**config.mk**
```make
export PLATFORM = sky130hd
export DESIGN_NAME = byte_stream_reassembler_unit
export DESIGN_NICKNAME = d
export VERILOG_FILES = /design/src/rtl/bsr_pkg.sv /design/src/rtl/bsr_pos_alu.sv /design/src/rtl/byte_stream_reassembler_unit.sv
export SDC_FILE = /design/constraint.sdc
export NUM_CORES = 1
export LEC_CHECK = 0
export CAP_MARGIN = 20
export CORE_MARGIN = 5
export CORE_UTILIZATION = 65
export DETAILED_ROUTE_END_ITERATION = 8
export DONT_BUFFER_PORTS = 1
export PLACE_DENSITY = 0.81
export SLEW_MARGIN = 20
export SYNTH_ARGS = -nofsm -noshare
export SYNTH_HDL_FRONTEND = slang
export SYNTH_SLANG_ARGS = --single-unit
```
**constraint.sdc**
```tcl
create_clock -name clk -period 13.45 [get_ports clk]
set_clock_uncertainty 0.2 [all_clocks]
set_input_delay 1.345 -clock clk [delete_from_list [all_inputs] [get_ports clk]]
set_output_delay 1.345 -clock clk [all_outputs]
set_load 0.02 [all_outputs]
```
**src/rtl/bsr_pkg.sv**
```systemverilog
// ============================================================================
// bsr_pkg - byte stream reassembler shared definitions
// Field widths, reset values and the shared position adder interface.
// ============================================================================
package bsr_pkg;

    localparam int POS_W          = 32;
    localparam int BYTE_W         = 8;
    localparam int CFG_W          = 6;
    localparam int PEND_W         = 6;
    localparam int WINDOW_DEFAULT = 32;

    localparam logic [CFG_W-1:0] WINDOW_SIZE_RESET = 6'd32;

    typedef enum logic [0:0] {
        ALU_INC = 1'b0,
        ALU_SUB = 1'b1
    } alu_op_t;

    typedef struct packed {
        logic [POS_W-1:0] value;
        logic             carry;
    } alu_res_t;

endpackage

```
**src/rtl/bsr_pos_alu.sv**
```systemverilog
// ============================================================================
// bsr_pos_alu - shared 32-bit position adder
// One carry chain: a - b (carry set when a >= b) or a + 1.
// ============================================================================
module bsr_pos_alu (
    input  bsr_pkg::alu_op_t               op,
    input  logic [bsr_pkg::POS_W-1:0]      a,
    input  logic [bsr_pkg::POS_W-1:0]      b,
    output bsr_pkg::alu_res_t              res
);

    logic [bsr_pkg::POS_W-1:0] b_term;
    logic [bsr_pkg::POS_W:0]   sum;

    // subtract as a + ~b + 1, increment as a + 0 + 1
    assign b_term = (op == bsr_pkg::ALU_SUB) ? ~b : '0;
    assign sum    = {1'b0, a} + {1'b0, b_term} + {{bsr_pkg::POS_W{1'b0}}, 1'b1};

    assign res.value = sum[bsr_pkg::POS_W-1:0];
    assign res.carry = sum[bsr_pkg::POS_W];

endmodule

```
**src/rtl/byte_stream_reassembler_unit.sv**
```systemverilog
// ============================================================================
// byte_stream_reassembler_unit - sliding window byte reassembler
// Holds out-of-order bytes in a ring and emits the in-order run behind them.
// ============================================================================
//
//  channel | handshake            | payload
//  --------+----------------------+------------------------------------------
//  in      | in_valid / in_stall  | stream_position, data_byte, final_byte
//  out     | out_valid / out_stall| assembled_byte, last_of_run, stream_ended,
//          |                      | acknowledged_position, pending_bytes
//  cfg     | cfg_valid / cfg_ready| window_size
//
//  A dropped or stored byte passes the idle and calc steps; an in-order byte
//  also the first-emit step, and each held byte drained behind it a registered
//  ring read, then output load. All position math uses one shared 32-bit adder.
//  Reset clears the valid marks at once; there is no clearing pass.
//  A stalled output holds the sequencer at its emit step.
// ============================================================================
module byte_stream_reassembler_unit #(
    parameter int WINDOW = bsr_pkg::WINDOW_DEFAULT
) (
    input  logic                         clk,
    input  logic                         rst_n,
    input  logic                         in_valid,
    output logic                         in_stall,
    input  logic [bsr_pkg::POS_W-1:0]    stream_position,
    input  logic [bsr_pkg::BYTE_W-1:0]   data_byte,
    input  logic                         final_byte,
    output logic                         out_valid,
    input  logic                         out_stall,
    output logic [bsr_pkg::BYTE_W-1:0]   assembled_byte,
    output logic                         last_of_run,
    output logic                         stream_ended,
    output logic [bsr_pkg::POS_W-1:0]    acknowledged_position,
    output logic [bsr_pkg::PEND_W-1:0]   pending_bytes,
    input  logic                         cfg_valid,
    output logic                         cfg_ready,
    input  logic [bsr_pkg::CFG_W-1:0]    window_size
);

    localparam int SLOT_W = $clog2(WINDOW);
    localparam int CNT_W  = $clog2(WINDOW + 1);
    localparam int CMP_W  = (CNT_W > bsr_pkg::CFG_W) ? CNT_W : bsr_pkg::CFG_W;

    localparam logic [2:0] S_IDLE  = 3'd0;
    localparam logic [2:0] S_CALC  = 3'd1;
    localparam logic [2:0] S_FIRST = 3'd2;
    localparam logic [2:0] S_READ  = 3'd3;
    localparam logic [2:0] S_EMIT  = 3'd4;

    // control state
    logic [2:0]                    state_reg, state_next;
    logic [bsr_pkg::POS_W-1:0]     expect_reg, expect_next;
    logic                          end_known_reg, end_known_next;
    logic [bsr_pkg::POS_W-1:0]     end_pos_reg, end_pos_next;
    logic [CNT_W-1:0]              cnt_reg, cnt_next;
    logic [SLOT_W-1:0]             head_reg, head_next;
    logic [WINDOW-1:0]             held_valid_reg, held_valid_next;
    logic [bsr_pkg::CFG_W-1:0]     win_size_reg;
    logic                          out_valid_reg, out_valid_next;

    // item and output payload
    logic [bsr_pkg::POS_W-1:0]     pos_reg, pos_next;
    logic [bsr_pkg::BYTE_W-1:0]    byte_reg, byte_next;
    logic [bsr_pkg::BYTE_W-1:0]    out_byte_reg;
    logic                          out_last_reg;
    logic                          out_ended_reg;
    logic [bsr_pkg::POS_W-1:0]     out_ack_reg;
    logic [bsr_pkg::PEND_W-1:0]    out_pend_reg;

    // ring storage
    logic [bsr_pkg::BYTE_W-1:0]    held_bytes [WINDOW];
    logic [bsr_pkg::BYTE_W-1:0]    rd_data_reg;
    logic                          mem_wr_en;

    // shared adder
    bsr_pkg::alu_op_t              alu_op;
    logic [bsr_pkg::POS_W-1:0]     alu_a;
    logic [bsr_pkg::POS_W-1:0]     alu_b;
    bsr_pkg::alu_res_t             alu_res;

    logic                          out_free;
    logic                          load_out;
    logic [CMP_W-1:0]              win_ext;
    logic [CMP_W-1:0]              win_eff;
    logic                          too_far;
    logic [SLOT_W:0]               slot_sum;
    logic [SLOT_W-1:0]             slot;
    logic [SLOT_W-1:0]             head_inc;

    bsr_pos_alu u_alu (
        .op  (alu_op),
        .a   (alu_a),
        .b   (alu_b),
        .res (alu_res)
    );

    always_comb
    begin
        alu_op = bsr_pkg::ALU_INC;
        alu_a  = expect_reg;
        alu_b  = expect_reg;
        if (state_reg == S_IDLE)
        begin
            alu_a = stream_position;
        end
        else if (state_reg == S_CALC)
        begin
            alu_op = bsr_pkg::ALU_SUB;
            alu_a  = pos_reg;
        end
    end

    assign out_free = !out_valid_reg || !out_stall;

    assign win_ext = CMP_W'(win_size_reg);
    assign win_eff = (win_ext > CMP_W'(WINDOW)) ? CMP_W'(WINDOW) : win_ext;
    assign too_far = (|alu_res.value[bsr_pkg::POS_W-1:CMP_W]) ||
                     (alu_res.value[CMP_W-1:0] >= win_eff);

    assign slot_sum = {1'b0, head_reg} + {1'b0, alu_res.value[SLOT_W-1:0]};
    assign slot     = (slot_sum >= (SLOT_W+1)'(WINDOW))
                      ? SLOT_W'(slot_sum - (SLOT_W+1)'(WINDOW))
                      : slot_sum[SLOT_W-1:0];
    assign head_inc = (head_reg == SLOT_W'(WINDOW - 1)) ? '0 : head_reg + 1'b1;

    always_comb
    begin
        state_next      = state_reg;
        expect_next     = expect_reg;
        end_known_next  = end_known_reg;
        end_pos_next    = end_pos_reg;
        cnt_next        = cnt_reg;
        head_next       = head_reg;
        held_valid_next = held_valid_reg;
        pos_next        = pos_reg;
        byte_next       = byte_reg;
        mem_wr_en       = 1'b0;
        load_out        = 1'b0;

        unique case (state_reg)
            S_IDLE:
            begin
                if (in_valid)
                begin
                    pos_next  = stream_position;
                    byte_next = data_byte;
                    if (final_byte)
                    begin
                        end_known_next = 1'b1;
                        end_pos_next   = alu_res.value;
                    end
                    state_next = S_CALC;
                end
            end
            S_CALC:
            begin
                // no carry means the position is below the expected one
                if (!alu_res.carry || too_far)
                begin
                    state_next = S_IDLE;
                end
                else if (alu_res.value == '0)
                begin
                    state_next = S_FIRST;
                end
                else
                begin
                    mem_wr_en             = 1'b1;
                    held_valid_next[slot] = 1'b1;
                    if (!held_valid_reg[slot])
                    begin
                        cnt_next = cnt_reg + 1'b1;
                    end
                    state_next = S_IDLE;
                end
            end
            S_FIRST, S_EMIT:
            begin
                if (out_free)
                begin
                    load_out    = 1'b1;
                    expect_next = alu_res.value;
                    head_next   = head_inc;
                    if (state_reg == S_EMIT)
                    begin
                        held_valid_next[head_reg] = 1'b0;
                        cnt_next                  = cnt_reg - 1'b1;
                    end
                    state_next = held_valid_reg[head_inc] ? S_READ : S_IDLE;
                end
            end
            S_READ:
            begin
                state_next = S_EMIT;
            end
            default:
            begin
                state_next = S_IDLE;
            end
        endcase
    end

    always_comb
    begin
        out_valid_next = out_valid_reg && out_stall;
        if (load_out)
        begin
            out_valid_next = 1'b1;
        end
    end

    always_ff @(posedge clk or negedge rst_n)
    begin
        if (!rst_n)
        begin
            state_reg      <= S_IDLE;
            expect_reg     <= '0;
            end_known_reg  <= 1'b0;
            end_pos_reg    <= '0;
            cnt_reg        <= '0;
            head_reg       <= '0;
            held_valid_reg <= '0;
            win_size_reg   <= bsr_pkg::WINDOW_SIZE_RESET;
            out_valid_reg  <= 1'b0;
        end
        else
        begin
            state_reg      <= state_next;
            expect_reg     <= expect_next;
            end_known_reg  <= end_known_next;
            end_pos_reg    <= end_pos_next;
            cnt_reg        <= cnt_next;
            head_reg       <= head_next;
            held_valid_reg <= held_valid_next;
            out_valid_reg  <= out_valid_next;
            if (cfg_valid)
            begin
                win_size_reg <= window_size;
            end
        end
    end

    always_ff @(posedge clk)
    begin
        pos_reg  <= pos_next;
        byte_reg <= byte_next;
        if (load_out)
        begin
            out_byte_reg  <= (state_reg == S_EMIT) ? rd_data_reg : byte_reg;
            out_last_reg  <= !held_valid_reg[head_inc];
            out_ended_reg <= end_known_reg && (alu_res.value >= end_pos_reg);
            out_ack_reg   <= alu_res.value;
            out_pend_reg  <= (state_reg == S_EMIT) ? bsr_pkg::PEND_W'(cnt_reg - 1'b1)
                                                   : bsr_pkg::PEND_W'(cnt_reg);
        end
    end

    // ring: one write port, one registered read port at the head slot
    always_ff @(posedge clk)
    begin
        if (mem_wr_en)
        begin
            held_bytes[slot] <= byte_reg;
        end
        rd_data_reg <= held_bytes[head_reg];
    end

    assign in_stall              = (state_reg != S_IDLE);
    assign cfg_ready             = 1'b1;
    assign out_valid             = out_valid_reg;
    assign assembled_byte        = out_byte_reg;
    assign last_of_run           = out_last_reg;
    assign stream_ended          = out_ended_reg;
    assign acknowledged_position = out_ack_reg;
    assign pending_bytes         = out_pend_reg;

    // held count tracks the valid marks
    a_count_matches: assert property (@(posedge clk) disable iff (!rst_n)
        32'($countones(held_valid_reg)) == 32'(cnt_reg))
        else $error("held count does not match valid marks");

    // the head slot is never marked while waiting for input
    a_head_clear_idle: assert property (@(posedge clk) disable iff (!rst_n)
        (state_reg == S_IDLE) |-> !held_valid_reg[head_reg])
        else $error("head slot marked while idle");

    // a result that is not last of its run means draining continues
    a_run_continues: assert property (@(posedge clk) disable iff (!rst_n)
        (out_valid_reg && !out_last_reg) |-> (state_reg == S_READ || state_reg == S_EMIT))
        else $error("run ended without last flag");

    // a presented result carries the current expected position
    a_ack_current: assert property (@(posedge clk) disable iff (!rst_n)
        out_valid_reg |-> (out_ack_reg == expect_reg))
        else $error("acknowledged position out of step");

endmodule
```
# After elaboration in Yosys (flattened, before gate mapping)
# Memories as Yosys holds them, arrays and structs flattened. A register that Yosys moved wholly into a read port is not among the register bits.
# Cells that the tools add are included.
dict set report totals {
  latch_bits 0
  out_inout_bits 51
  register_bits 206
  mem_bits_ro 0
  memories 1
  input_bits 52
  mem_bits_rw 256
}
dict set report classes {
  add_sub_neg 7
  div 0
  n_reduce_logical 23
  mux 42
  bitwise_logic 4
  eq_ne 11
  shifts 0
  n_lt_le_gt_ge 9
  n_mul 0
}
# memory depth width rd rd_clocked_by_memory_dff write_ports line_no
set mem_list {}
lappend mem_list {held_bytes 32 8 1 1 1 byte_stream_reassembler_unit.sv:72} ;# logic [bsr_pkg::BYTE_W-1:0] held_bytes [WINDOW];
# op count
set ops {}
lappend ops {{32-bit 2-to-1 mux} 7}
lappend ops {{32-bit inverter} 2}
lappend ops {{32-bit case mux with 2 select lines} 1}
lappend ops {{6-bit 2-to-1 mux} 6}
lappend ops {{32-bit by 32-bit adder with 33-bit output} 1}
lappend ops {{33-bit by 1-bit adder with 33-bit output (second input constant)} 1}
lappend ops {{32-bit AND} 1}
lappend ops {{32-bit >= comparator} 1}
lappend ops {{32-bit zero test} 1}
lappend ops {{32-bit OR} 1}
lappend ops {{26-bit OR reduction} 1}
lappend ops {{5-bit by 6-bit < comparator with 1-bit output (second input constant)} 3}
lappend ops {{1-bit 2-to-1 mux} 14}
lappend ops {{2-bit inequality test (second input constant)} 6}
lappend ops {{3-bit case mux with 4 select lines} 1}
lappend ops {{6-bit case mux with 2 select lines} 1}
lappend ops {{1-bit binary-select mux with 5-bit select} 2}
lappend ops {{1-bit demux with 5-bit select} 2}
lappend ops {{5-bit by 1-bit >= comparator with 1-bit output (second input constant)} 2}
lappend ops {{5-bit 2-to-1 mux} 2}
lappend ops {{5-bit AND reduction} 2}
lappend ops {{8-bit 2-to-1 mux} 1}
lappend ops {{5-bit by 5-bit adder with 6-bit output} 1}
lappend ops {{6-bit by 1-bit adder with 6-bit output (second input constant)} 1}
lappend ops {{21 further kinds} 35}

# Depth between registers and ports, before layout
# Gate-level depths: netlist of run 1.
dict set report depth {
  word_depth 17
  mapped_depth 26
  ltp_nobuf 24
}

# Hierarchy
# Synthesis of run 1 repeated with hierarchy kept, for this count alone.
dict set report unflattened {
  cells_unflattened 1616
  hier_area_um2 22295.1
}
# module cells_each instances area_each_um2
set by_module_without_submodules {}
lappend by_module_without_submodules {byte_stream_reassembler_unit 1327 1 20278.2}
lappend by_module_without_submodules {bsr_pos_alu 289 1 2016.9}

# Least setup slack after synthesis of run 1
# OpenSTA, ideal clock, no wires.
dict set report synth_timing {
  path_kind {reg-to-reg}
  from {register state_reg[0]}
  to {memory held_bytes[13][0] in the netlist's numbering (enable)}
  path_stages_with_launch 21
  t_arrival_ns 4.948
  synth_period_minus_slack_ns 5.531
  path_slack_ns 7.919
  setup_time_ns 0.383
  n_path_buf 5
  t_required_ns 12.867
  cell_sequence {dfrtp_1 > clkbuf_1 > or3b_2 > clkbuf_1 > clkbuf_1 > nand2_1 > a31oi_1 > fa_1 > a21o_1 > a221oi_4 > o21ai_2 > xnor2_2 > inv_2 > or4_1 > nor4_2 > nand3_1 > nor4_4 > nand4_2 > buf_6 > buf_6 > nor3_1}
}
# item line_no
set synth_rtl {}
lappend synth_rtl {{from (decl)} byte_stream_reassembler_unit.sv:52} ;# logic [2:0] state_reg, state_next;
lappend synth_rtl {{from (signal assigned)} byte_stream_reassembler_unit.sv:229} ;# state_reg <= state_next;
lappend synth_rtl {{to (decl)} byte_stream_reassembler_unit.sv:72}

# Worst setup path after layout of run 1
dict set report layout_timing {
  from {register state_reg[0]}
  to {memory held_bytes[10][6] in the netlist's numbering (enable)}
}
dict set report layout_via {
  elab_chain_cells 13
}
# item
set layout_lines {}
lappend layout_lines {{parallel branches: the longest is 13 deep, another holds 32-bit by 32-bit adder with 33-bit output}}
# Parallel ways; which one is timed is not known.

==> run_results.csv, run 1 <==
group,metric,value,unit
run_status,status,"finished clean",
floorplan,num_rows,68,
timing,finalSetupTns,0,ps
floorplan,start_util,65.5,%
layout,instances_no_fill,2204,
pwr,power_per_cell_area,147,nW/um2
critical_path,cp_slowest_cell,"nor2_1",
layout,largest_reg_flops,256,
floorplan,die_area,38400,um2
route,drtIter0Drc,2059,
route,postRouteWirelength,57400,um
layout,drive_gt1_share,16.4,%
critical_path,required,13480,ps
place,dp_slack,6360,ps
route,vias,14700,
route,via_per_inst,6.69,
hold_path,hold_class,"input pin to asynchronous set/reset pin",
clocking,clock-sinks,470,
critical_path,path_class,"flop to flop",
synth,ys_types,81,
clocking,cts-root-buf,"clkbuf_16",
timing,period_minus_slack,7240,ps
pwr,power,3.60,mW
synth,yosys_warnings,0,
critical_path,slowest_delay,740,ps
timing,max_freq,138,MHz
synth,synth_edf_count,344,
timing,finalHoldViolCount,0,
layout,post-route-util,71.6,%
clocking,clkSlewWorstSetupHoldPaths,70,ps
pwr,netSwitchingPower,0.981,mW
clocking,cts_hold_buf,0,
timing,rsz0062_at_grt,"no",
pwr,power.static_leakage,9.19,nW
place,hpwl,36700,um
pwr,seq_power_share,45.4,%
synth,synth_area,22500,um2
critical_path,critPathCaptureType,"flop",
run,cap_violations,0,
layout,layout.nets,1846,
global_routing,grt_pass1_wl,88500,um
global_routing,antenna_found_initial,1,
critical_path,path_buf_inv,3,
floorplan,dieWidth,196,um
synth,synth_fp_nets,1856,
layout,regArea,13400,um2
synth,yosys_register_bits,470,
global_routing,grt_max_degree,119,
synth,async_flop_share,25.1,%
critical_path,cp_max_fo,42,
route,route.detailed.drc,0,
critical_path,crit_chain,"or3b_2 -> buf_4 -> nand2_1 -> nand3_1 -> o21ai_0 -> ha_1 -> inv_1 -> fa_1 -> a21o_1 -> a221o_1 -> xnor2_1 -> nand2_1 -> or4_1 -> nor4_2 -> nand3_1 -> nor4_4 -> nand4_2 -> buf_4 -> or3_1 -> nor2_1",
clocking,clock_latency,620,ps
clocking,htree_levels,2,
clocking,post_cts_buffers,0,
synth,syn_inst,1721,
synth,ys_seq_area_share,59.7,%
critical_path,worst_setup_path_start_kind,"flop",
global_routing,grt_overflow_total,0,
layout,antenna_cells,0,
pwr,power.internal,2.62,mW
timing,fin_ws,6210,ps
layout,largest_register,"held_bytes",
clocking,cts_resized,0,
timing,period_share,53.8,%
clocking,cts_buffer_depth,3,
layout,multi_input_area,8490,um2
route,routedWlPerCell,26.0,um
timing,whs,226,ps
critical_path,worstPathArrival,7260,ps
timing,maxSlewViolCount,0,
global_routing,grtUsageTotal,30.1,%
critical_path,path_delay_family,"simple AND/OR/NAND/NOR gates",
clocking,cts_tree,"yes",
global_routing,grt_pass1_vias,14600,
route,postRouteAntennaNets,0,
pwr,sw_frac_of_total,27.2,%
pwr,power.share.clock,38.2,%
place,portBuffers,0,
synth,syn_avg_cell_area,13.1,um2
floorplan,ios,103,
timing,tightest_slew,1070,ps
layout,fill_cells,2210,
place,place_congestion,0.968,
floorplan,fp.dieH,196,um
clocking,cts_buffers,46,
layout,area_growth,9.29,%
layout,fin_area,24600,um2
place,dpl-instance-area,23000,um2
place,dp.cells,2118,
route,first_pass_iters,7,
pwr,combPwrFrac,16.4,%
timing,maxSlewHeadroom,28.7,%
timing,setup_viol,0,
floorplan,core-area,34400,um2
pwr,ir_worst_vdd,102,uV
synth,ys.flop_type,"edfxtp_1",
## layer usage
metal | track usage (%) | vias to the layer above | part of all wire, %
li1 | - | 6406 | -
met1 | 43.5 | 7277 | 39
met2 | 48.0 | 905 | 48
met3 | 6.08 | 152 | 10
met4 | 7.37 | 0 | 2.9
met5 | 0 | - | 0
## synth_stat cells (6+ instances only)
master	count	area share, %
nor2_1	135	2.3
nor2b_1	10	0.28
a21o_1	37	1.2
o31ai_1	7	0.23
nor3_2	7	0.31
or3_1	9	0.25
a21oi_1	52	1.2
o21a_1	10	0.33
o21ai_1	6	0.13
xor2_1	14	0.54
and2_1	12	0.33
nand2_1	254	4.2
nand3_1	20	0.44
edfxtp_1	344	46
nor3_1	32	0.71
mux2_2	44	2.2
a31o_2	6	0.23
a31oi_1	41	1.1
o21ai_0	60	1.3
mux2i_1	6	0.27
a2bb2oi_1	13	0.51
nand2b_1	13	0.36
o211ai_1	6	0.20
nand4_1	12	0.33
clkbuf_1	68	1.1
buf_1	13	0.22
dfxtp_1	8	0.71
dfrtp_1	117	13
ha_1	81	4.5
mux4_2	91	9.1
inv_1	61	1.0
and3_1	7	0.19
a211oi_1	8	0.27
xnor2_1	22	0.86
nor4_1	6	0.17
## worst paths after layout
path / start / to / slack (ps) / depth (start not counted)
worst max-delay path: state_reg[0]$_DFFE_PN0P_ / held_bytes[10][6]$_DFFE_PP_ / 6210 / 20
worst min-delay path: rst_n / held_valid_reg[27]$_DFFE_PN0P_ / 230 / 0
worst max register to register: state_reg[0]$_DFFE_PN0P_ / held_bytes[10][6]$_DFFE_PP_ / 6210 / 20
worst min register to register: end_pos_reg[7]$_DFFE_PN0P_ / end_pos_reg[7]$_DFFE_PN0P_ / 280 / 2
max in group asynchronous: rst_n / win_ext[5]$_DFFE_PN1P_ / 12540 / 0
min in group clk: end_pos_reg[7]$_DFFE_PN0P_ / end_pos_reg[7]$_DFFE_PN0P_ / 280 / 2
## power by group through the flow
stage / clock [mW] / sequential [mW] / combinational [mW]
floorplan: 0 / 1.66 / 0.411
global placement: 0 / 1.66 / 0.562
detailed placement: 0 / 1.67 / 0.571
CTS: 1.39 / 1.64 / 0.579
global route: 1.45 / 1.64 / 0.649
finish: 1.38 / 1.64 / 0.591
## logic make-up after synthesis
group / Yosys count / share of synthesized area (%)
adders and majority gates: 83 / 4.68
other: 1 / 0.0167
muxes: 141 / 11.6
and+or+nand+nor: 544 / 11.0
DFF: 470 / 59.7
buffers and inverters: 154 / 2.71
xor gates and xnor gates: 40 / 1.75
AOI/OAI and AO/OA: 288 / 8.54
## placed cells by master (no fill, tap or decap), types with 44 or more instances in the layout
cell,count
dfrtp_1,115
inv_1,61
mux4_2,91
a21oi_1,52
mux2_2,44
nand2_1,253
o21ai_0,60
nor2_1,134
edfxtp_1,344
clkbuf_16,47
ha_1,81
## final cells by class
class	instances	share of cell area, %
Clock buffer	57	5.02
Sequential cell	470	54.7
Inverter	64	0.982
Multi-Input combinational cell	1097	34.5
Timing Repair Buffer	32	0.966
Clock inverter	29	1.54
Tap cell	455	2.31
Note: power is estimated with default switching activity, not from simulation.
==> run 2: changes to the inputs <==
- CORE_UTILIZATION: 65 -> 64
- PLACE_DENSITY: 0.81 -> 0.8
- clock period: 13.45 -> 6.85 ns (I/O delays scaled with it)
==> run 2 against run 1 <==
Sequential power up 96%. Non-clock buffer count up 83. Largest cell class unchanged. First-iteration DRC count down 13%.
==> run_results.csv, run 2 (same netlist as run 1, synthesis figures left out) <==
group,metric,value,unit
hold_path,hold_end,"win_ext[5]$_DFFE_PN1P_",
critical_path,ff2ff_path_depth,19,
clocking,clkSlewWorstSetupHoldPaths,60,ps
place,place_congestion,0.970,
timing,period_minus_slack,6500,ps
critical_path,worstPathArrival,6590,ps
layout,drive_gt1_share,17.8,%
critical_path,r2r-end,"held_bytes[26][7]$_DFFE_PP_",
critical_path,required,6950,ps
floorplan,die_area,39000,um2
global_routing,grt_pass1_vias,15000,
layout,regArea,13400,um2
floorplan,start_util,65.0,%
clocking,cts_resized,0,
route,drtIter0Drc,1784,
clocking,htree_levels,2,
clocking,clock-sinks,470,
critical_path,cp_max_fo,27,
global_routing,grt_overflow_total,0,
timing,max_freq,154,MHz
global_routing,grt_pass1_wl,90500,um
floorplan,fp.dieH,198,um
run,cap_violations,0,
timing,finalHoldViolCount,0,
route,vias,15100,
place,portBuffers,0,
critical_path,rr_startpoint,"state_reg[1]$_DFFE_PN0P_",
timing,finalSetupTns,0,ps
timing,period_share,94.8,%
global_routing,antenna_found_initial,2,
global_routing,grt_max_degree,119,
pwr,power.static_leakage,9.61,nW
clocking,clock_latency,590,ps
clocking,cts_buffer_depth,3,
run_status,status,"finished clean",
route,postRouteAntennaNets,0,
route,route.detailed.drc,0,
pwr,ir_worst_vdd,272,uV
layout,largest_register,"held_bytes",
route,routedWlPerCell,25.9,um
critical_path,path_delay_family,"simple AND/OR/NAND/NOR gates",
timing,rsz0062_at_grt,"no",
layout,fill_cells,2160,
route,first_pass_iters,6,
layout,area_growth,12.9,%
hold_path,min_from,"window_size[5]",
layout,largest_reg_flops,256,
pwr,power,7.20,mW
critical_path,worst_setup_path_start_kind,"flop",
route,via_per_inst,6.61,
place,hpwl,38100,um
layout,final_cell_mix,"edfxtp_1, nand2_1, nor2_1",
timing,maxSlewHeadroom,30.7,%
critical_path,cp_slowest_cell,"or3_2",
layout,layout.nets,1930,
critical_path,path_common_cell,"buf_4",
hold_path,whs_path_depth,2,
timing,maxSlewViolCount,0,
clocking,post_cts_buffers,0,
critical_path,crit_chain,"or3_2 -> buf_4 -> nor2_1 -> a31oi_1 -> ha_1 -> a21oi_1 -> o21ai_0 -> nand3_1 -> a31oi_1 -> a221o_1 -> nor3_1 -> nor2_1 -> nor4_4 -> nand4_2 -> buf_4 -> or3_1 -> buf_4 -> nor2_1 -> buf_4",
floorplan,ios,103,
critical_path,slowest_delay,800,ps
critical_path,r2r_slack,350,ps
floorplan,num_rows,68,
clocking,cts-root-buf,"clkbuf_16",
global_routing,grtUsageTotal,30.6,%
route,postRouteWirelength,59300,um
layout,multi_input_area,8470,um2
critical_path,path_class,"flop to flop",
timing,tightest_slew,1040,ps
hold_path,hold_class,"input pin to flop",
timing,setup_viol,0,
floorplan,core-area,34600,um2
clocking,cts_tree,"yes",
layout,final_common_cell,"edfxtp_1",
critical_path,critPathCaptureType,"flop",
critical_path,path_buf_inv,4,
pwr,power_per_cell_area,283,nW/um2
clocking,cts_buffers,47,
floorplan,dieWidth,198,um
-- run 2: changes by cell type in the layout (fill, tap and decap cells not counted), moves of 2 or more --
cell and change:
clkbuf_8 +8, nor3_2 -3, dlygate4sd3_1 +42, nor3_1 +3, clkinv_2 -6, clkinvlp_4 +2, buf_4 +40, clkinv_1 -2
clkinv_4 -2
-- run 2: worst max-delay path by stage --
stage                        startpoint                           to  slack [ps]  depth (start not counted)
3_3_place_gp   state_reg[1]$_DFFE_PN0P_   held_bytes[6][3]$_DFFE_PP_         700                         19
2_1_floorplan  state_reg[0]$_DFFE_PN0P_  held_bytes[13][0]$_DFFE_PP_        1320                         20
4_1_cts        state_reg[0]$_DFFE_PN0P_  held_bytes[26][7]$_DFFE_PP_         510                         19
5_1_grt        state_reg[1]$_DFFE_PN0P_  held_bytes[26][7]$_DFFE_PP_         110                         19
3_5_place_dp   state_reg[1]$_DFFE_PN0P_  held_bytes[26][2]$_DFFE_PP_         530                         19
6_report       state_reg[1]$_DFFE_PN0P_  held_bytes[26][7]$_DFFE_PP_         350                         19
-- run 2: where the power goes --
group	switching, mW	internal [mW]	total, mW
combinational	0.768	0.464	1.23
clock	1.12	1.64	2.76
sequential	0.0475	3.17	3.22
-- run 2: stage by stage --
| stage | worst slack (ps) | utilization (%) | cell area [um2] | instances | hold slack [ps] |
|---|---|---|---|---|---|
| detailed placement | 535 | 67.2 | 23300 | 2157 | 193 |
| floorplan | 1320 | - | 22500 | 1721 | 189 |
| global placement | 696 | 67.2 | 23300 | 2157 | 193 |
| finish | 354 | 73.4 | 25400 | 2290 | 21.5 |
| CTS | 505 | 73.4 | 25400 | 2288 | 3.75 |
| global route | 110 | 73.4 | 25400 | 2290 | 42.5 |
-- run 2: timing repair --
item,4_1_cts,5_1_grt
endpoints found under the hold margin,159,0
setup endpoints to repair,0,0
hold buffers,43,0
-- run 2: final cells by class --
cell class	count	area share, %
clock inverters	21	1.24
repair buffers	115	3.92
inverters	64	0.950
clock buffers	67	5.40
diodes	1	0.00984
flip-flops and latches	470	52.9
well taps	455	2.24
multi-input cells	1097	33.3
-- run 2: layer usage --
layer	GRT usage, %	routed length, um	up-vias	share of wire, %
met5	0	13	-	0.022
li1	-	-	6589	-
met3	5.83	5560	140	9.4
met2	48.2	28100	861	47
met1	43.8	23600	7548	40
met4	10.3	2050	2	3.5
